===== src/hw/rtl/hlcd_pkg.sv =====
// ----------------------------------------------------------------------------
// hlcd_pkg
// Shared types and constants of the sync/length/checksum frame parser.
// ----------------------------------------------------------------------------
package hlcd_pkg;

  localparam int BUFFER_DEPTH_DEF = 64;
  localparam int CMD_DEPTH_DEF    = 2;

  localparam logic [7:0] SYNC_A   = 8'hFE;
  localparam logic [7:0] SYNC_B   = 8'hEF;
  localparam logic [7:0] SUM_GOOD = 8'hFF;

  localparam logic [6:0] BUF_LEN_RESET = 7'd64;
  localparam logic [6:0] BUF_LEN_MIN   = 7'd4;

  // result status codes
  localparam logic [2:0] ST_ACCEPTED = 3'd0;
  localparam logic [2:0] ST_IGNORED  = 3'd1;
  localparam logic [2:0] ST_GOOD     = 3'd2;
  localparam logic [2:0] ST_CSUM_ERR = 3'd3;
  localparam logic [2:0] ST_OVERLEN  = 3'd4;

  // request types
  localparam logic REQ_BYTE    = 1'b0;
  localparam logic REQ_RELEASE = 1'b1;

  // command from the parser to the result sequencer
  typedef struct packed {
    logic       is_frame;  // emit a whole good frame
    logic [2:0] status;    // status of a single result
    logic [6:0] total;     // frame length in bytes, 4..64
  } cmd_t;

endpackage


===== src/hw/rtl/hlcd_ram.sv =====
// ----------------------------------------------------------------------------
// hlcd_ram
// Generic single-write, single-read RAM with registered read data.
// ----------------------------------------------------------------------------
module hlcd_ram #(
  parameter int WIDTH = 8,
  parameter int DEPTH = 64
) (
  input  logic                     clk,
  input  logic                     we,
  input  logic [$clog2(DEPTH)-1:0] waddr,
  input  logic [WIDTH-1:0]         wdata,
  input  logic                     re,
  input  logic [$clog2(DEPTH)-1:0] raddr,
  output logic [WIDTH-1:0]         rdata
);

  logic [WIDTH-1:0] mem [DEPTH];

  always_ff @(posedge clk) begin
    if (we) begin
      mem[waddr] <= wdata;
    end
    if (re) begin
      rdata <= mem[raddr];
    end
  end

endmodule


===== src/hw/rtl/hlcd_cmd_fifo.sv =====
// ----------------------------------------------------------------------------
// hlcd_cmd_fifo
// Short command queue between the byte parser and the result sequencer.
// ----------------------------------------------------------------------------
module hlcd_cmd_fifo
  import hlcd_pkg::*;
#(
  parameter int DEPTH = CMD_DEPTH_DEF
) (
  input  logic clk,
  input  logic rst,
  input  logic wr_en,
  input  cmd_t wr_cmd,
  input  logic rd_en,
  output cmd_t rd_cmd,
  output logic q_full,
  output logic q_empty
);

  localparam int PW = (DEPTH > 1) ? $clog2(DEPTH) : 1;
  localparam int CW = $clog2(DEPTH + 1);

  cmd_t          entries [DEPTH];
  logic [PW-1:0] wr_ptr;
  logic [PW-1:0] rd_ptr;
  logic [CW-1:0] count;

  assign q_full  = (count == CW'(DEPTH));
  assign q_empty = (count == '0);
  assign rd_cmd  = entries[rd_ptr];

  always_ff @(posedge clk) begin
    if (wr_en) begin
      entries[wr_ptr] <= wr_cmd;
    end
  end

  always_ff @(posedge clk) begin
    if (rst) begin
      wr_ptr <= '0;
      rd_ptr <= '0;
      count  <= '0;
    end else begin
      if (wr_en) begin
        wr_ptr <= (wr_ptr == PW'(DEPTH - 1)) ? '0 : wr_ptr + 1'b1;
      end
      if (rd_en) begin
        rd_ptr <= (rd_ptr == PW'(DEPTH - 1)) ? '0 : rd_ptr + 1'b1;
      end
      if (wr_en && !rd_en) begin
        count <= count + 1'b1;
      end else if (rd_en && !wr_en) begin
        count <= count - 1'b1;
      end
    end
  end

endmodule


===== src/hw/rtl/hlcd_front.sv =====
// ----------------------------------------------------------------------------
// hlcd_front
// Byte parser: sync hunt, length check, running checksum, frame store writes.
// Issues one command per accepted word.
// ----------------------------------------------------------------------------
module hlcd_front
  import hlcd_pkg::*;
#(
  parameter int BUFFER_DEPTH = BUFFER_DEPTH_DEF
) (
  input  logic                            clk,
  input  logic                            rst,
  input  logic                            accept,
  input  logic                            req_type,
  input  logic [7:0]                      rx_byte,
  input  logic [6:0]                      buffer_length,
  input  logic                            frame_done,
  output cmd_t                            cmd,
  output logic                            busy,
  output logic                            ram_we,
  output logic [$clog2(BUFFER_DEPTH)-1:0] ram_waddr,
  output logic [7:0]                      ram_wdata
);

  localparam int AW = $clog2(BUFFER_DEPTH);
  localparam logic [6:0] DEPTH7 = 7'(BUFFER_DEPTH);

  logic       sync_first_seen, sync_first_seen_next;
  logic       in_frame, in_frame_next;
  logic       holding, holding_next;
  logic [6:0] frame_index, frame_index_next;
  logic [7:0] frame_length, frame_length_next;
  logic [7:0] running_sum, running_sum_next;

  logic [6:0] eff_len;
  logic [7:0] sum_add;
  logic [7:0] len_sel;
  logic [8:0] total9;
  logic [6:0] idx_inc;

  always_comb begin
    if (buffer_length < BUF_LEN_MIN) begin
      eff_len = BUF_LEN_MIN;
    end else if (buffer_length > DEPTH7) begin
      eff_len = DEPTH7;
    end else begin
      eff_len = buffer_length;
    end
  end

  assign sum_add   = running_sum + rx_byte;
  assign len_sel   = (frame_index == 7'd2) ? rx_byte : frame_length;
  assign total9    = {1'b0, len_sel} + 9'd4;
  assign idx_inc   = frame_index + 7'd1;
  assign ram_waddr = frame_index[AW-1:0];
  assign ram_wdata = rx_byte;

  always_comb begin
    sync_first_seen_next = sync_first_seen;
    in_frame_next        = in_frame;
    holding_next         = holding;
    frame_index_next     = frame_index;
    frame_length_next    = frame_length;
    running_sum_next     = running_sum;
    ram_we               = 1'b0;
    cmd.is_frame         = 1'b0;
    cmd.status           = ST_ACCEPTED;
    cmd.total            = total9[6:0];

    if (req_type == REQ_RELEASE) begin
      holding_next = 1'b0;
    end else if (holding) begin
      cmd.status = ST_IGNORED;
    end else if (rx_byte == SYNC_B && sync_first_seen) begin
      // restart the frame, also in the middle of one
      sync_first_seen_next = 1'b0;
      in_frame_next        = 1'b1;
      frame_index_next     = 7'd2;
      frame_length_next    = '0;
      running_sum_next     = SYNC_A + SYNC_B;
    end else begin
      sync_first_seen_next = (rx_byte == SYNC_A);
      if (in_frame) begin
        if (frame_index >= DEPTH7) begin
          in_frame_next = 1'b0;
          cmd.status    = ST_OVERLEN;
        end else begin
          ram_we           = 1'b1;
          running_sum_next = sum_add;
          frame_length_next = len_sel;
          if (frame_index == 7'd2 && total9 > {2'b00, eff_len}) begin
            in_frame_next = 1'b0;
            cmd.status    = ST_OVERLEN;
          end else if ({2'b00, idx_inc} == total9) begin
            in_frame_next        = 1'b0;
            sync_first_seen_next = 1'b0;
            frame_index_next     = '0;
            if (sum_add == SUM_GOOD) begin
              holding_next = 1'b1;
              cmd.is_frame = 1'b1;
              cmd.status   = ST_GOOD;
            end else begin
              cmd.status = ST_CSUM_ERR;
            end
          end else begin
            frame_index_next = idx_inc;
          end
        end
      end
    end
  end

  always_ff @(posedge clk) begin
    if (rst) begin
      sync_first_seen <= 1'b0;
      in_frame        <= 1'b0;
      holding         <= 1'b0;
      frame_index     <= '0;
      frame_length    <= '0;
      running_sum     <= '0;
      busy            <= 1'b0;
    end else begin
      if (accept) begin
        sync_first_seen <= sync_first_seen_next;
        in_frame        <= in_frame_next;
        holding         <= holding_next;
        frame_index     <= frame_index_next;
        frame_length    <= frame_length_next;
        running_sum     <= running_sum_next;
      end
      // block new words while a frame is still read out of the store
      if (accept && cmd.is_frame) begin
        busy <= 1'b1;
      end else if (frame_done) begin
        busy <= 1'b0;
      end
    end
  end

endmodule


===== src/hw/rtl/hlcd_back.sv =====
// ----------------------------------------------------------------------------
// hlcd_back
// Result sequencer: turns commands into result words, reading good frames
// out of the frame store, with a read stage and an output register.
// ----------------------------------------------------------------------------
module hlcd_back
  import hlcd_pkg::*;
#(
  parameter int BUFFER_DEPTH = BUFFER_DEPTH_DEF
) (
  input  logic                            clk,
  input  logic                            rst,
  input  cmd_t                            head,
  input  logic                            q_empty,
  output logic                            q_pop,
  output logic                            frame_done,
  output logic                            ram_re,
  output logic [$clog2(BUFFER_DEPTH)-1:0] ram_raddr,
  input  logic [7:0]                      ram_rdata,
  input  logic                            pop,
  output logic                            empty,
  output logic [2:0]                      status,
  output logic [7:0]                      data_byte,
  output logic [5:0]                      byte_index,
  output logic                            last
);

  localparam int AW = $clog2(BUFFER_DEPTH);

  logic [6:0] k;
  logic       issue;
  logic       last_item;

  logic       s1_valid;
  logic       s1_frame;
  logic [2:0] s1_status;
  logic [5:0] s1_k;
  logic       s1_last;
  logic       s1_adv;

  logic       out_valid;
  logic [7:0] s1_data;

  assign s1_adv     = s1_valid && (!out_valid || pop);
  assign issue      = !q_empty && (!s1_valid || s1_adv);
  assign last_item  = !head.is_frame || ((k + 7'd1) == head.total);
  assign q_pop      = issue && last_item;
  assign frame_done = q_pop && head.is_frame;
  assign ram_re     = issue && head.is_frame;
  assign ram_raddr  = k[AW-1:0];
  assign empty      = !out_valid;

  always_comb begin
    if (!s1_frame) begin
      s1_data = '0;
    end else if (s1_k == 6'd0) begin
      s1_data = SYNC_A;
    end else if (s1_k == 6'd1) begin
      s1_data = SYNC_B;
    end else begin
      s1_data = ram_rdata;
    end
  end

  always_ff @(posedge clk) begin
    if (issue) begin
      s1_frame  <= head.is_frame;
      s1_status <= head.status;
      s1_k      <= head.is_frame ? k[5:0] : 6'd0;
      s1_last   <= last_item;
    end
    if (s1_adv) begin
      status     <= s1_status;
      data_byte  <= s1_data;
      byte_index <= s1_k;
      last       <= s1_last;
    end
  end

  always_ff @(posedge clk) begin
    if (rst) begin
      k         <= '0;
      s1_valid  <= 1'b0;
      out_valid <= 1'b0;
    end else begin
      if (q_pop) begin
        k <= '0;
      end else if (issue) begin
        k <= k + 7'd1;
      end
      if (issue) begin
        s1_valid <= 1'b1;
      end else if (s1_adv) begin
        s1_valid <= 1'b0;
      end
      if (s1_adv) begin
        out_valid <= 1'b1;
      end else if (pop) begin
        out_valid <= 1'b0;
      end
    end
  end

  a_ram_read_for_frame : assert property (@(posedge clk) disable iff (rst)
    ram_re |-> (head.is_frame && !q_empty))
    else $error("frame store read without a frame command");

  a_single_pops : assert property (@(posedge clk) disable iff (rst)
    (issue && !head.is_frame) |-> q_pop)
    else $error("single result did not retire its command");

  a_non_frame_zero : assert property (@(posedge clk) disable iff (rst)
    (out_valid && status != ST_GOOD) |-> (data_byte == 8'd0 && byte_index == 6'd0 && last))
    else $error("non-frame result carries data");

  a_stage_held : assert property (@(posedge clk) disable iff (rst)
    (s1_valid && !s1_adv) |=> s1_valid)
    else $error("read stage dropped a word");

endmodule


===== src/hw/rtl/header_length_checksum_deframer_top.sv =====
// ----------------------------------------------------------------------------
// header_length_checksum_deframer_top
// Serial frame parser: sync pair FE EF, length byte, additive checksum.
//
//   channel  | handshake         | payload
//   ---------+-------------------+---------------------------------------
//   input    | push / full       | req_type, rx_byte
//   result   | empty / pop       | status, data_byte, byte_index, last
//   config   | APB psel/penable  | buffer_length at byte offset 0
//
// One input word per cycle while the command queue has room; each word
// yields one command. A good frame of N bytes comes out as N result words,
// one per cycle while results are popped, one frame store read per word.
// New input words wait while a good frame is still being read out.
// Synchronous active-high reset clears all control state; the frame store
// is not cleared (only written entries are used).
// ----------------------------------------------------------------------------
module header_length_checksum_deframer_top
  import hlcd_pkg::*;
#(
  parameter int BUFFER_DEPTH = BUFFER_DEPTH_DEF
) (
  input  logic        clk,
  input  logic        rst,
  // input queue side
  input  logic        push,
  output logic        full,
  input  logic        req_type,
  input  logic [7:0]  rx_byte,
  // result queue side
  output logic        empty,
  input  logic        pop,
  output logic [2:0]  status,
  output logic [7:0]  data_byte,
  output logic [5:0]  byte_index,
  output logic        last,
  // configuration
  input  logic        psel,
  input  logic        penable,
  input  logic        pwrite,
  input  logic [2:0]  paddr,
  input  logic [31:0] pwdata,
  output logic [31:0] prdata,
  output logic        pready
);

  localparam int AW = $clog2(BUFFER_DEPTH);

  logic          accept;
  logic          q_full;
  logic          q_empty;
  logic          q_pop;
  logic          busy;
  logic          frame_done;
  cmd_t          cmd;
  cmd_t          head;
  logic [6:0]    buffer_length;
  logic          ram_we;
  logic [AW-1:0] ram_waddr;
  logic [7:0]    ram_wdata;
  logic          ram_re;
  logic [AW-1:0] ram_raddr;
  logic [7:0]    ram_rdata;

  assign pready = 1'b1;
  assign full   = q_full || busy;
  assign accept = push && !full;
  assign prdata = (paddr[2] == 1'b0) ? {25'd0, buffer_length} : 32'd0;

  always_ff @(posedge clk) begin
    if (rst) begin
      buffer_length <= BUF_LEN_RESET;
    end else if (psel && penable && pwrite && pready && paddr[2] == 1'b0) begin
      buffer_length <= pwdata[6:0];
    end
  end

  hlcd_front #(
    .BUFFER_DEPTH(BUFFER_DEPTH)
  ) u_front (
    .clk          (clk),
    .rst          (rst),
    .accept       (accept),
    .req_type     (req_type),
    .rx_byte      (rx_byte),
    .buffer_length(buffer_length),
    .frame_done   (frame_done),
    .cmd          (cmd),
    .busy         (busy),
    .ram_we       (ram_we),
    .ram_waddr    (ram_waddr),
    .ram_wdata    (ram_wdata)
  );

  hlcd_cmd_fifo #(
    .DEPTH(CMD_DEPTH_DEF)
  ) u_cmd_fifo (
    .clk    (clk),
    .rst    (rst),
    .wr_en  (accept),
    .wr_cmd (cmd),
    .rd_en  (q_pop),
    .rd_cmd (head),
    .q_full (q_full),
    .q_empty(q_empty)
  );

  hlcd_ram #(
    .WIDTH(8),
    .DEPTH(BUFFER_DEPTH)
  ) u_frame_store (
    .clk  (clk),
    .we   (ram_we && accept),
    .waddr(ram_waddr),
    .wdata(ram_wdata),
    .re   (ram_re),
    .raddr(ram_raddr),
    .rdata(ram_rdata)
  );

  hlcd_back #(
    .BUFFER_DEPTH(BUFFER_DEPTH)
  ) u_back (
    .clk       (clk),
    .rst       (rst),
    .head      (head),
    .q_empty   (q_empty),
    .q_pop     (q_pop),
    .frame_done(frame_done),
    .ram_re    (ram_re),
    .ram_raddr (ram_raddr),
    .ram_rdata (ram_rdata),
    .pop       (pop),
    .empty     (empty),
    .status    (status),
    .data_byte (data_byte),
    .byte_index(byte_index),
    .last      (last)
  );

endmodule

===== config.mk =====
export PLATFORM = sky130hd
export DESIGN_NAME = header_length_checksum_deframer_top
export DESIGN_NICKNAME = d
export VERILOG_FILES = /design/src/hw/rtl/hlcd_pkg.sv /design/src/hw/rtl/hlcd_ram.sv /design/src/hw/rtl/hlcd_cmd_fifo.sv /design/src/hw/rtl/hlcd_front.sv /design/src/hw/rtl/hlcd_back.sv /design/src/hw/rtl/header_length_checksum_deframer_top.sv
export SDC_FILE = /design/constraint.sdc
export NUM_CORES = 1
export LEC_CHECK = 0
export ABC_AREA = 0
export ABC_CLOCK_PERIOD_IN_PS = 4000
export BUFFER_PORTS_ARGS = -buffer_cell sky130_fd_sc_hd__buf_4
export CORE_MARGIN = 5
export CORE_UTILIZATION = 53
export CTS_CLUSTER_DIAMETER = 60
export DETAILED_ROUTE_END_ITERATION = 12
export PLACE_DENSITY = 0.73
export SYNTH_ARGS = -nofsm -noshare
export SYNTH_HDL_FRONTEND = slang
export SYNTH_SLANG_ARGS = --single-unit

===== constraint.sdc =====
create_clock -name clk -period 4 [get_ports clk]
set_input_delay 0.8 -clock clk [delete_from_list [all_inputs] [get_ports clk]]
set_output_delay 0.8 -clock clk [all_outputs]
set_load 0.03 [all_outputs]

# Word level (Yosys, flattened, before mapping)
# Memories as Yosys holds them, arrays and structs flattened. A register that Yosys moved wholly into a read port is not among the register bits.
# Index checks and enable logic that the tools add are counted.
# op_classes
add_sub_neg	8
order_cmp	4
n_mux	67
eq_ne	10
bitwise_logic	4
n_reduce_logical	38
# ops
op	n
$mux 8	9
$mux 7	8
$mux 1	41
$eq 8x8->1 const B	3
$mux 4	4
$logic_and 1x1->1	15
$add 7x1->7 const B	2
$reduce_bool 2->1	5
$add 8x3->9 const B	1
$eq 7x9->1	1
$gt 9x7->1	1
$mux 3	3
$add 8x8->8	1
$eq 7x2->1 const B	1
$eq 7x7->1	1
$ge 7x7->1 const B	1
$gt 7x7->1 const B	1
$logic_not 1->1	7
$lt 7x3->1 const B	1
$eq 6x1->1 const B	1
$logic_not 6->1	1
$reduce_and 6->1	1
$reduce_and 5->1	1
$logic_or 1x1->1	4
other kinds (10)	17
# word_totals
memories	2
output_inout_bits	53
ff_bits	76
mem_bits_rw	534
inputBits	51
elab_cells	156
# mem_list
memory	depth	word_bits	rd	rd_clocked_by_memory_dff	wr	line	source
u_frame_store.mem	64	8	1	1	1	hlcd_ram.sv:18	logic [WIDTH-1:0] mem [DEPTH];
u_cmd_fifo.entries	2	11	1	1	1	hlcd_cmd_fifo.sv:23	cmd_t entries [DEPTH];

# Logic depth before layout (Yosys ltp)
# Gate-level depths: netlist (run 1).
# depth
depth_word	13
depth_mapped	20
ltp_nobuf	18

# Modules after synthesis
# From an unflattened synthesis (run 1), not the netlist that was laid out.
# hier_totals
cells_unflattened	1501
area_unflattened_um2	26015.0
# by_module_without_submodules
module	area_per_inst_um2	seq_area_each_um2	cells_each	instances
hlcd_ram	20246.9	15615.0	940	1
hlcd_front	2377.3	540.5	299	1
hlcd_back	1791.7	1051.0	137	1
hlcd_cmd_fifo	997.2	760.7	56	1
header_length_checksum_deframer_top	601.8	140.1	69	1

# Worst setup path after synthesis (run 1)
# OpenSTA, ideal clock, no wires.
# synth_path
kind	register to register
startpoint	register u_front.frame_index[0]
endpoint	register u_front.frame_index[2]
stages_incl_launch_ff	21
required_ns	3.886
t_arrival_ns	4.185
path_buffers	2
synth_period_minus_slack_ns	4.299
path_slack_ns	-0.299
setup_time_ns	0.114
cell_sequence	dfxtp_1 -> inv_2 -> ha_1 -> or3b_4 -> nor2_2 -> buf_6 -> mux2i_2 -> inv_1 -> ha_1 -> clkbuf_1 -> nand3_1 -> xor2_1 -> mux2i_2 -> ha_1 -> nor2_1 -> nand3_1 -> o221ai_1 -> or4_1 -> a21oi_1 -> a2111oi_0 -> a21o_1
# synth_rtl
element	line	source
from (decl)	hlcd_front.sv:31	logic [6:0] frame_index, frame_index_next;
from (signal assigned)	hlcd_front.sv:127	frame_index <= frame_index_next;

==> flow_summary.html, run 1 <==
<table>
<tr><th>Metric</th><th>Value</th></tr>
<tr><th colspan="2">Power and ir drop</th></tr>
<tr><td>Combinational group share of total power</td><td>16.8%</td></tr>
<tr><td>Switching share of power</td><td>24.7%</td></tr>
<tr><td>Net switching power of the design</td><td>0.00384 W</td></tr>
<tr><td>Design internal power</td><td>0.0117 W</td></tr>
<tr><td>Areal power density over the cells</td><td>537 nW/um2</td></tr>
<tr><td>Clock Power Share</td><td>35.5%</td></tr>
<tr><td>Share of total power in sequential cells</td><td>47.7%</td></tr>
<tr><td>Total power of the final layout</td><td>0.0156 W</td></tr>
<tr><td>Worst vdd rail ir drop</td><td>398 uV</td></tr>
<tr><td>LEAKAGE</td><td>9.33 nW</td></tr>
<tr><th colspan="2">Logic synthesis</th></tr>
<tr><td>Portion of synthesized cell area occupied by the leading cell type</td><td>68.0%</td></tr>
<tr><td>Main area contributors after synthesis</td><td>edfxtp_1 (68%), mux4_2 (15%), dfxtp_1 (3.8%), nor2_1 (1.8%), ha_1 (0.89%)</td></tr>
<tr><td>Number of synthesized register bits</td><td>619</td></tr>
<tr><td>Sequential fraction of the synthesis area</td><td>71.8%</td></tr>
<tr><td>Mean instance size in the synthesized netlist</td><td>18.8 um2</td></tr>
<tr><td>Number of enable flip-flop cells after synthesis</td><td>571</td></tr>
<tr><td>Cell count after synthesis</td><td>1,342</td></tr>
<tr><td>Area of the mapped netlist</td><td>25,200 um2</td></tr>
<tr><td>Synthesis Warnings</td><td>0</td></tr>
<tr><td>Cell taking the most area after synthesis</td><td>edfxtp_1</td></tr>
<tr><td>Ys async rst share</td><td>0%</td></tr>
<tr><td>Dominant synthesized flop cell</td><td>edfxtp_1</td></tr>
<tr><td>Number of distinct library cells after synthesis</td><td>68</td></tr>
<tr><th colspan="2">Setup path</th></tr>
<tr><td>CP max stage delay</td><td>0.52 ns</td></tr>
<tr><td>Type of element launching the critical path</td><td>register</td></tr>
<tr><td>Critical path, cell by cell</td><td>inv_4 &gt; ha_4 &gt; or3b_4 &gt; nor2_4 &gt; mux2i_4 &gt; inv_2 &gt; ha_4 &gt; buf_4 &gt; nor2b_1 &gt; o211ai_1 &gt; nand2_1 &gt; xnor2_1 &gt; or4_4 &gt; or2_4 &gt; or3_4 &gt; nor4b_4</td></tr>
<tr><td>Maximum net fanout on the critical path</td><td>8</td></tr>
<tr><td>Arrival time of data at the critical path endpoint</td><td>4.29 ns</td></tr>
<tr><td>Worst setup EP type</td><td>register</td></tr>
<tr><td>CP top delay family</td><td>simple AND/OR/NAND/NOR gates</td></tr>
<tr><td>CP Buf/Inv Count</td><td>3</td></tr>
<tr><td>Required time of the critical path</td><td>4.45 ns</td></tr>
<tr><td>Most repeated library cell on the critical path</td><td>ha_4</td></tr>
<tr><td>Slowest cell on the critical path</td><td>or4_4</td></tr>
<tr><td>Category of the most critical setup path</td><td>register to register</td></tr>
<tr><th colspan="2">STA</th></tr>
<tr><td>Hold slack</td><td>0.410 ns</td></tr>
<tr><td>Final critical-path required period</td><td>3.84 ns</td></tr>
<tr><td>Final worst path period share</td><td>95.9%</td></tr>
<tr><td>Pin slew with the least headroom to its limit</td><td>0.898 ns</td></tr>
<tr><td>Final Max Tran Viols</td><td>0</td></tr>
<tr><td>RSZ-0062 raised after global routing</td><td>yes</td></tr>
<tr><td>Hold Vio Cnt, Final</td><td>0</td></tr>
<tr><td>Achievable frequency</td><td>0.261 GHz</td></tr>
<tr><td>Headroom to the max-slew limit</td><td>39.9%</td></tr>
<tr><td>Worst setup slack after layout</td><td>0.163 ns</td></tr>
<tr><td>Post-Route Skew</td><td>0.0206 ns</td></tr>
<tr><td>Final-report setup violation count</td><td>0</td></tr>
<tr><th colspan="2">Detailed routing</th></tr>
<tr><td>Via density per instance</td><td>5.96</td></tr>
<tr><td>Post-route DRC violation count</td><td>0</td></tr>
<tr><td>Via count of the routed design</td><td>12,826</td></tr>
<tr><td>Final antenna-violating net count</td><td>0</td></tr>
<tr><td>Routed wire length per instance</td><td>25.1 um</td></tr>
<tr><td>Number of DRC violations after detailed-routing iteration 0</td><td>1,318</td></tr>
<tr><td>Routed Wire Length</td><td>54.0 mm</td></tr>
<tr><td>DRT Pass-1 Iters</td><td>5</td></tr>
<tr><th colspan="2">CTS</th></tr>
<tr><td>Clock Tree Buf Depth</td><td>3</td></tr>
<tr><td>Number of hold buffers added after cts</td><td>0</td></tr>
<tr><td>Number of levels in the clock H-tree</td><td>2</td></tr>
<tr><td>Latest clock arrival within the worst-skew pair</td><td>0.63 ns</td></tr>
<tr><td>CTS tree</td><td>done</td></tr>
<tr><td>Clock transition at path regs</td><td>0.06 ns</td></tr>
<tr><td>CTS Root Buffer Type</td><td>clkbuf_16</td></tr>
<tr><td>Number of buffers created by CTS</td><td>59</td></tr>
<tr><td>Clock sink count</td><td>619</td></tr>
<tr><th colspan="2">Place</th></tr>
<tr><td>Worst slack at placement</td><td>-0.0577 ns</td></tr>
<tr><td>Placed Instances</td><td>2,037</td></tr>
<tr><td>Detail Placement HPWL</td><td>32.9 mm</td></tr>
<tr><td>Final RePlAce weighted congestion</td><td>0.863</td></tr>
<tr><td>Number of port buffers</td><td>50</td></tr>
<tr><th colspan="2">Job</th></tr>
<tr><td>Max cap viols</td><td>0</td></tr>
<tr><th colspan="2">Final layout</th></tr>
<tr><td>Final std cells w/o fill</td><td>2,152</td></tr>
<tr><td>Layout fillers</td><td>3,252</td></tr>
<tr><td>Layout Nets</td><td>1,561</td></tr>
<tr><td>Most common library cell in the layout ignoring fill and taps</td><td>edfxtp_1</td></tr>
<tr><td>Relative area change from synthesis to final layout</td><td>14.9%</td></tr>
<tr><td>Most frequent cells in the layout</td><td>edfxtp_1 (571), mux4_2 (168), buf_4 (143)</td></tr>
<tr><td>Share of post-route cells with drive strength above 1</td><td>29.6%</td></tr>
<tr><td>Antenna cells</td><td>0</td></tr>
<tr><th colspan="2">Floorplan</th></tr>
<tr><td>Horizontal extent of the die</td><td>228 um</td></tr>
<tr><td>Die Outline Area</td><td>52,000 um2</td></tr>
<tr><td>Floorplan die height</td><td>228 um</td></tr>
<tr><td>Starting density of the core</td><td>53.2%</td></tr>
<tr><td>Placeable core region</td><td>47,400 um2</td></tr>
<tr><td>Number of placement rows</td><td>80</td></tr>
<tr><td>Number of top-level design ports</td><td>104</td></tr>
<tr><th colspan="2">Global routing</th></tr>
<tr><td>First-pass GRT wire length</td><td>81.6 mm</td></tr>
<tr><td>Congestion Overflow GR</td><td>0</td></tr>
<tr><td>Initial antenna violation count</td><td>1</td></tr>
<tr><td>Combined global-route utilization of all metal layers</td><td>20.7%</td></tr>
<tr><td>Largest net degree at the start of global routing</td><td>78</td></tr>
<tr><td>Vias in the first global route</td><td>12,977</td></tr>
<tr><th colspan="2">Status</th></tr>
<tr><td>Result of the run</td><td>complete, no violations</td></tr>
<tr><th colspan="2">Min path</th></tr>
<tr><td>Tightest Hold Check Type</td><td>input pin to register</td></tr>
</table>
layout make-up:
| cell class | count | area, um2 | share of cell area, % |
|---|---|---|---|
| sequential | 619 | 18100 | 62.5 |
| clock buffer | 72 | 1560 | 5.37 |
| multi-input combinational | 639 | 6800 | 23.5 |
| timing repair buffer | 153 | 1270 | 4.40 |
| clock inverter | 35 | 384 | 1.33 |
| inverter | 19 | 73.8 | 0.255 |
| tap | 615 | 769 | 2.66 |
tightest hold or removal path, cell delays in order:
cell,delay [ns]
buf_4,0.07
mux2i_1,0.05
nor2_1,0.07
synth_stat cells (8+ instances only):
cell type  instances
and2_1            12
buf_4             26
a21oi_1           27
mux4_2           168
xnor2_1           21
nor2b_1           13
or3_1              8
ha_1              18
xor2_1            19
nor2_1           119
inv_1             17
nand3_1           21
o21ai_0           12
dfxtp_1           48
edfxtp_1         571
buf_1             16
nand2_1           36
clkbuf_1          41
mux2i_1           19
nor3_1            10
power by group through the flow:
| stage | sequential, W | combinational, W | clock, W |
|---|---|---|---|
| 6_report | 0.00743 | 0.00261 | 0.00553 |
| 5_1_grt | 0.00746 | 0.00279 | 0.00589 |
| 4_1_cts | 0.00744 | 0.00266 | 0.00563 |
| 3_5_place_dp | 0.00757 | 0.00264 | 0 |
| 3_3_place_gp | 0.00756 | 0.00261 | 0 |
| 2_1_floorplan | 0.00763 | 0.00174 | 0 |
worst paths after layout:
kind	startpoint	end	slack (ns)	cells past startpoint
setup / recovery	u_front.frame_index[0]$_SDFFE_PP0P_	u_cmd_fifo.entries[0][10]$_DFFE_PP_	0.16	16
hold / removal	pwdata[5]	buffer_length[5]$_SDFFE_PP0P_	0.41	3
setup reg to reg	u_front.frame_index[0]$_SDFFE_PP0P_	u_cmd_fifo.entries[0][10]$_DFFE_PP_	0.16	16
hold reg to reg	u_back.s1_status[0]$_DFFE_PP_	u_back.status[0]$_DFFE_PP_	0.43	0
metrics by stage:
stage,cell area (um2),setup TNS [ns],utilization (%)
final,29000,0,61.1
after global routing,29000,-0.197,61.1
after CTS,28900,0,60.9
after detailed placement,26900,-0.347,56.7
after global placement,26900,0,56.7
after floorplan,25400,0,-
state kept, by name, summed over array words and instances, names as in the netlist, 2 cells and up, named ones only:
signal,count
buffer_length,7
u_back.byte_index,6
u_back.data_byte,8
u_back.k,7
u_back.s1_k,6
u_back.s1_status,3
u_back.status,3
u_cmd_fifo.count,2
u_cmd_fifo.entries,22
u_frame_store.mem,512
u_frame_store.rdata,8
u_front.frame_index,7
u_front.frame_length,8
u_front.running_sum,8
per-layer routing:
| layer | global-route usage, % | routed length (um) |
|---|---|---|
| met5 | 0 | 20 |
| met3 | 4.50 | 4320 |
| met2 | 34.4 | 27100 |
| met1 | 28.4 | 21400 |
| met4 | 5.03 | 1230 |
cell families after synthesis:
logic type,after synthesis,share of synthesized area [%]
compound gates,95,2.50
other cells,2,0.0298
xor+xnor,40,1.39
buf+inv,108,2.07
mux,194,16.1
flops,619,71.8
fa+ha+maj,19,0.972
simple gates,265,5.14
timing repair:
action / 4_1_cts / 5_1_grt
pin swaps: 0 / 10
gates resized for setup: 1 / 11
setup buffers: 1 / 7
endpoints found under the setup margin: 11 / 13
Note: power is estimated with default switching activity, not from simulation.
==> run 2: changes to the inputs <==
--- a/config.mk
+++ b/config.mk
@@ -5,9 +5,9 @@
 export SDC_FILE = /design/constraint.sdc
 export NUM_CORES = 1
 export LEC_CHECK = 0
-export ABC_AREA = 0
-export ABC_CLOCK_PERIOD_IN_PS = 4000
+export ABC_CLOCK_PERIOD_IN_PS = 3400
 export BUFFER_PORTS_ARGS = -buffer_cell sky130_fd_sc_hd__buf_4
+export CAP_MARGIN = 25
 export CORE_MARGIN = 5
 export CORE_UTILIZATION = 53
 export CTS_CLUSTER_DIAMETER = 60
==> constraint.sdc (replaced) <==
create_clock -name clk -period 3.4 [get_ports clk]
set_input_delay 0.68 -clock clk [delete_from_list [all_inputs] [get_ports clk]]
set_output_delay 0.68 -clock clk [all_outputs]
set_load 0.03 [all_outputs]
==> flow_summary.html, run 2 (synthesized netlist as in run 1, its figures left out) <==
<table>
<tr><th>Metric</th><th>Value</th></tr>
<tr><th colspan="2">Final layout</th></tr>
<tr><td>Storage element area</td><td>18,100 um2 (about the same)</td></tr>
<tr><td>Antenna cells</td><td>0 (unchanged)</td></tr>
<tr><td>Largest regs</td><td>u_frame_store.mem: 512 flops, u_cmd_fifo.entries: 22 flops</td></tr>
<tr><td>Multi-input gate area in the final layout</td><td>6950 um2 (+2.2%)</td></tr>
<tr><td>Layout fillers</td><td>3,251 (-0.031%)</td></tr>
<tr><td>Share of post-route cells with drive strength above 1</td><td>31.7% (+2.1 points)</td></tr>
<tr><td>Register ranked first by flip-flop count</td><td>u_frame_store.mem</td></tr>
<tr><td>Layout Nets</td><td>1,572 (+0.70%)</td></tr>
<tr><td>Most common library cell in the layout ignoring fill and taps</td><td>edfxtp_1</td></tr>
<tr><td>Relative area change from synthesis to final layout</td><td>16.1%</td></tr>
<tr><td>Number of flip-flops in the largest register</td><td>512 (unchanged)</td></tr>
<tr><td>Most frequent cells in the layout</td><td>edfxtp_1 (571), mux4_2 (168), buf_4 (144)</td></tr>
<tr><th colspan="2">Setup path</th></tr>
<tr><td>Category of the most critical setup path</td><td>register to register</td></tr>
<tr><td>Arrival time of data at the critical path endpoint</td><td>4.16 ns (-0.13 ns)</td></tr>
<tr><td>CP max stage delay</td><td>0.55 ns (+0.03 ns)</td></tr>
<tr><td>Worst setup EP type</td><td>register</td></tr>
<tr><td>Slowest cell on the critical path</td><td>or4_4</td></tr>
<tr><td>Most repeated library cell on the critical path</td><td>ha_4</td></tr>
<tr><td>CP Buf/Inv Count</td><td>2 (-1)</td></tr>
<tr><td>Type of element launching the critical path</td><td>register</td></tr>
<tr><td>Required time of the critical path</td><td>3.80 ns (-0.65 ns)</td></tr>
<tr><td>Critical path, cell by cell</td><td>clkinv_4 &gt; ha_4 &gt; or3b_4 &gt; nor2_4 &gt; mux2i_4 &gt; inv_2 &gt; ha_4 &gt; nor2b_1 &gt; o211ai_1 &gt; nand2_1 &gt; xnor2_1 &gt; or4_4 &gt; or2_4 &gt; or3_4 &gt; nor4b_4</td></tr>
<tr><td>CP top delay family</td><td>simple AND/OR/NAND/NOR gates</td></tr>
<tr><td>Maximum net fanout on the critical path</td><td>7 (-1)</td></tr>
<tr><th colspan="2">STA</th></tr>
<tr><td>Final Max Tran Viols</td><td>0 (unchanged)</td></tr>
<tr><td>Final critical-path required period</td><td>3.76 ns (-0.0723 ns)</td></tr>
<tr><td>Achievable frequency</td><td>0.266 GHz (+1.9%)</td></tr>
<tr><td>Pin slew with the least headroom to its limit</td><td>0.937 ns (+0.0391 ns)</td></tr>
<tr><td>Post-Route Skew</td><td>0.0295 ns (+0.00891 ns)</td></tr>
<tr><td>Final worst path period share</td><td>111% (+15 points)</td></tr>
<tr><td>RSZ-0062 raised after global routing</td><td>yes</td></tr>
<tr><td>Headroom to the max-slew limit</td><td>37.3% (-2.6 points)</td></tr>
<tr><td>Worst setup slack after layout</td><td>-0.365 ns (-0.528 ns)</td></tr>
<tr><td>Final-report setup violation count</td><td>19 (+19)</td></tr>
<tr><td>Hold Vio Cnt, Final</td><td>0 (unchanged)</td></tr>
<tr><th colspan="2">Power and ir drop</th></tr>
<tr><td>Areal power density over the cells</td><td>639 nW/um2 (+19%)</td></tr>
<tr><td>Worst vdd rail ir drop</td><td>362 uV (-8.9%)</td></tr>
<tr><td>LEAKAGE</td><td>9.42 nW (+0.98%)</td></tr>
<tr><td>Total power of the final layout</td><td>0.0187 W (+20%)</td></tr>
<tr><th colspan="2">Global routing</th></tr>
<tr><td>Initial antenna violation count</td><td>1 (unchanged)</td></tr>
<tr><td>Combined global-route utilization of all metal layers</td><td>20.8% (+0.18 points)</td></tr>
<tr><td>First-pass GRT wire length</td><td>82.0 mm (+0.52%)</td></tr>
<tr><td>Largest net degree at the start of global routing</td><td>69 (-12%)</td></tr>
<tr><td>Congestion Overflow GR</td><td>0 (unchanged)</td></tr>
<tr><td>Vias in the first global route</td><td>13,076 (+0.76%)</td></tr>
<tr><th colspan="2">Detailed routing</th></tr>
<tr><td>Routed wire length per instance</td><td>25.3 um (+0.65%)</td></tr>
<tr><td>DRT Pass-1 Iters</td><td>7 (+2)</td></tr>
<tr><td>Final antenna-violating net count</td><td>0 (unchanged)</td></tr>
<tr><td>Via density per instance</td><td>5.98 (+0.31%)</td></tr>
<tr><td>Post-route DRC violation count</td><td>0 (unchanged)</td></tr>
<tr><td>Via count of the routed design</td><td>12,950 (+0.97%)</td></tr>
<tr><td>Routed Wire Length</td><td>54.7 mm (+1.3%)</td></tr>
<tr><td>Number of DRC violations after detailed-routing iteration 0</td><td>1,323 (+0.38%)</td></tr>
<tr><th colspan="2">Place</th></tr>
<tr><td>Final RePlAce weighted congestion</td><td>0.859 (-0.39%)</td></tr>
<tr><td>Detail Placement HPWL</td><td>33.7 mm (+2.2%)</td></tr>
<tr><td>Number of port buffers</td><td>50 (unchanged)</td></tr>
<tr><td>Worst slack at placement</td><td>-0.475 ns (-0.418 ns)</td></tr>
<tr><th colspan="2">Status</th></tr>
<tr><td>Violated checks</td><td>setup timing</td></tr>
<tr><td>Result of the run</td><td>complete, but fails checks</td></tr>
<tr><th colspan="2">CTS</th></tr>
<tr><td>Clock Tree Buf Depth</td><td>3 (unchanged)</td></tr>
<tr><td>CTS tree</td><td>done</td></tr>
<tr><td>Number of buffers created by CTS</td><td>66 (+12%)</td></tr>
<tr><td>Clock transition at path regs</td><td>0.06 ns (about the same)</td></tr>
<tr><td>Clock sink count</td><td>619 (unchanged)</td></tr>
<tr><td>CTS Root Buffer Type</td><td>clkbuf_16</td></tr>
<tr><td>Number of levels in the clock H-tree</td><td>3 (+1)</td></tr>
<tr><td>Latest clock arrival within the worst-skew pair</td><td>0.60 ns (-0.03 ns)</td></tr>
<tr><td>Number of hold buffers added after cts</td><td>0 (unchanged)</td></tr>
<tr><th colspan="2">Floorplan</th></tr>
<tr><td>Number of placement rows</td><td>80 (unchanged)</td></tr>
<tr><td>Starting density of the core</td><td>53.2% (unchanged)</td></tr>
<tr><td>Placeable core region</td><td>47,400 um2 (unchanged)</td></tr>
<tr><td>Floorplan die height</td><td>228 um (unchanged)</td></tr>
<tr><td>Die Outline Area</td><td>52,000 um2 (unchanged)</td></tr>
<tr><td>Horizontal extent of the die</td><td>228 um (unchanged)</td></tr>
<tr><td>Number of top-level design ports</td><td>104 (unchanged)</td></tr>
<tr><th colspan="2">Min path</th></tr>
<tr><td>Tightest Hold Check Type</td><td>input pin to register</td></tr>
<tr><th colspan="2">Job</th></tr>
<tr><td>Max cap viols</td><td>0 (unchanged)</td></tr>
</table>
run 2: cell types whose count changed in the layout (fill, tap and decap cells not counted), sizes merged:
cell,before,now
a21oi,27,28
buf,153,156
bufinv,6,3
clkbuf,72,80
clkinvlp,4,5
inv,20,24
run 2: routing by layer:
metal	share of wire (%)	vias to the layer above	GRT usage [%]
met5	0.024	-	0
met4	2.5	2	5.60
met3	7.6	86	5.24
met2	50	501	34.1
met1	40	6706	28.5
li1	-	5655	-
run 2: timing repair:
item,4_1_cts,5_1_grt
setup endpoints to repair,19,19
cloned,0,1
setup buffers,7,6
gates resized for setup,21,19
pin swaps,24,25
run 2: final timing paths:
kind | cells past startpoint | to | startpoint | slack (ns)
min reg2reg | 0 | u_back.last$_DFFE_PP_ | u_back.s1_last$_DFFE_PP_ | 0.41
max reg2reg | 15 | u_cmd_fifo.entries[0][10]$_DFFE_PP_ | u_front.frame_index[0]$_SDFFE_PP0P_ | -0.36
max | 15 | u_cmd_fifo.entries[0][10]$_DFFE_PP_ | u_front.frame_index[0]$_SDFFE_PP0P_ | -0.36
min | 3 | buffer_length[3]$_SDFFE_PP0P_ | pwdata[3] | 0.33
run 2: tightest hold or removal path: stages:
cell and delay, ns:
buf_4 0.08, mux2i_1 0.05, nor2_1 0.07
run 2: metrics by stage:
stage / TNS (ns) / cells / hold WS (ns) / utilization (%) / instance area (um2)
after CTS: -5.45 / 2160 / 0.313 / 61.4 / 29100
after floorplan: -9.23 / 1366 / 0.400 / - / 25400
after global routing: -8.63 / 2166 / 0.315 / 61.7 / 29300
after detailed placement: -7.95 / 2036 / 0.412 / 56.7 / 26900
after global placement: -6.34 / 2036 / 0.405 / 56.7 / 26900
final: -6.04 / 2166 / 0.330 / 61.7 / 29300
run 2: cell type report:
| class | count | share of cell area (%) |
|---|---|---|
| Sequential cell | 619 | 61.9 |
| Tap cell | 615 | 2.63 |
| Multi-Input combinational cell | 640 | 23.7 |
| Inverter | 19 | 0.261 |
| Timing Repair Buffer | 156 | 4.39 |
| Clock buffer | 80 | 6.03 |
| Clock inverter | 37 | 1.06 |
run 2: power by group:
group          switching (W)  leakage (nW)  internal [W]
Sequential          0.000139          5.55       0.00862
Clock                0.00289          1.01       0.00396
Combinational        0.00163          2.86       0.00146
Total                0.00466          9.42        0.0140
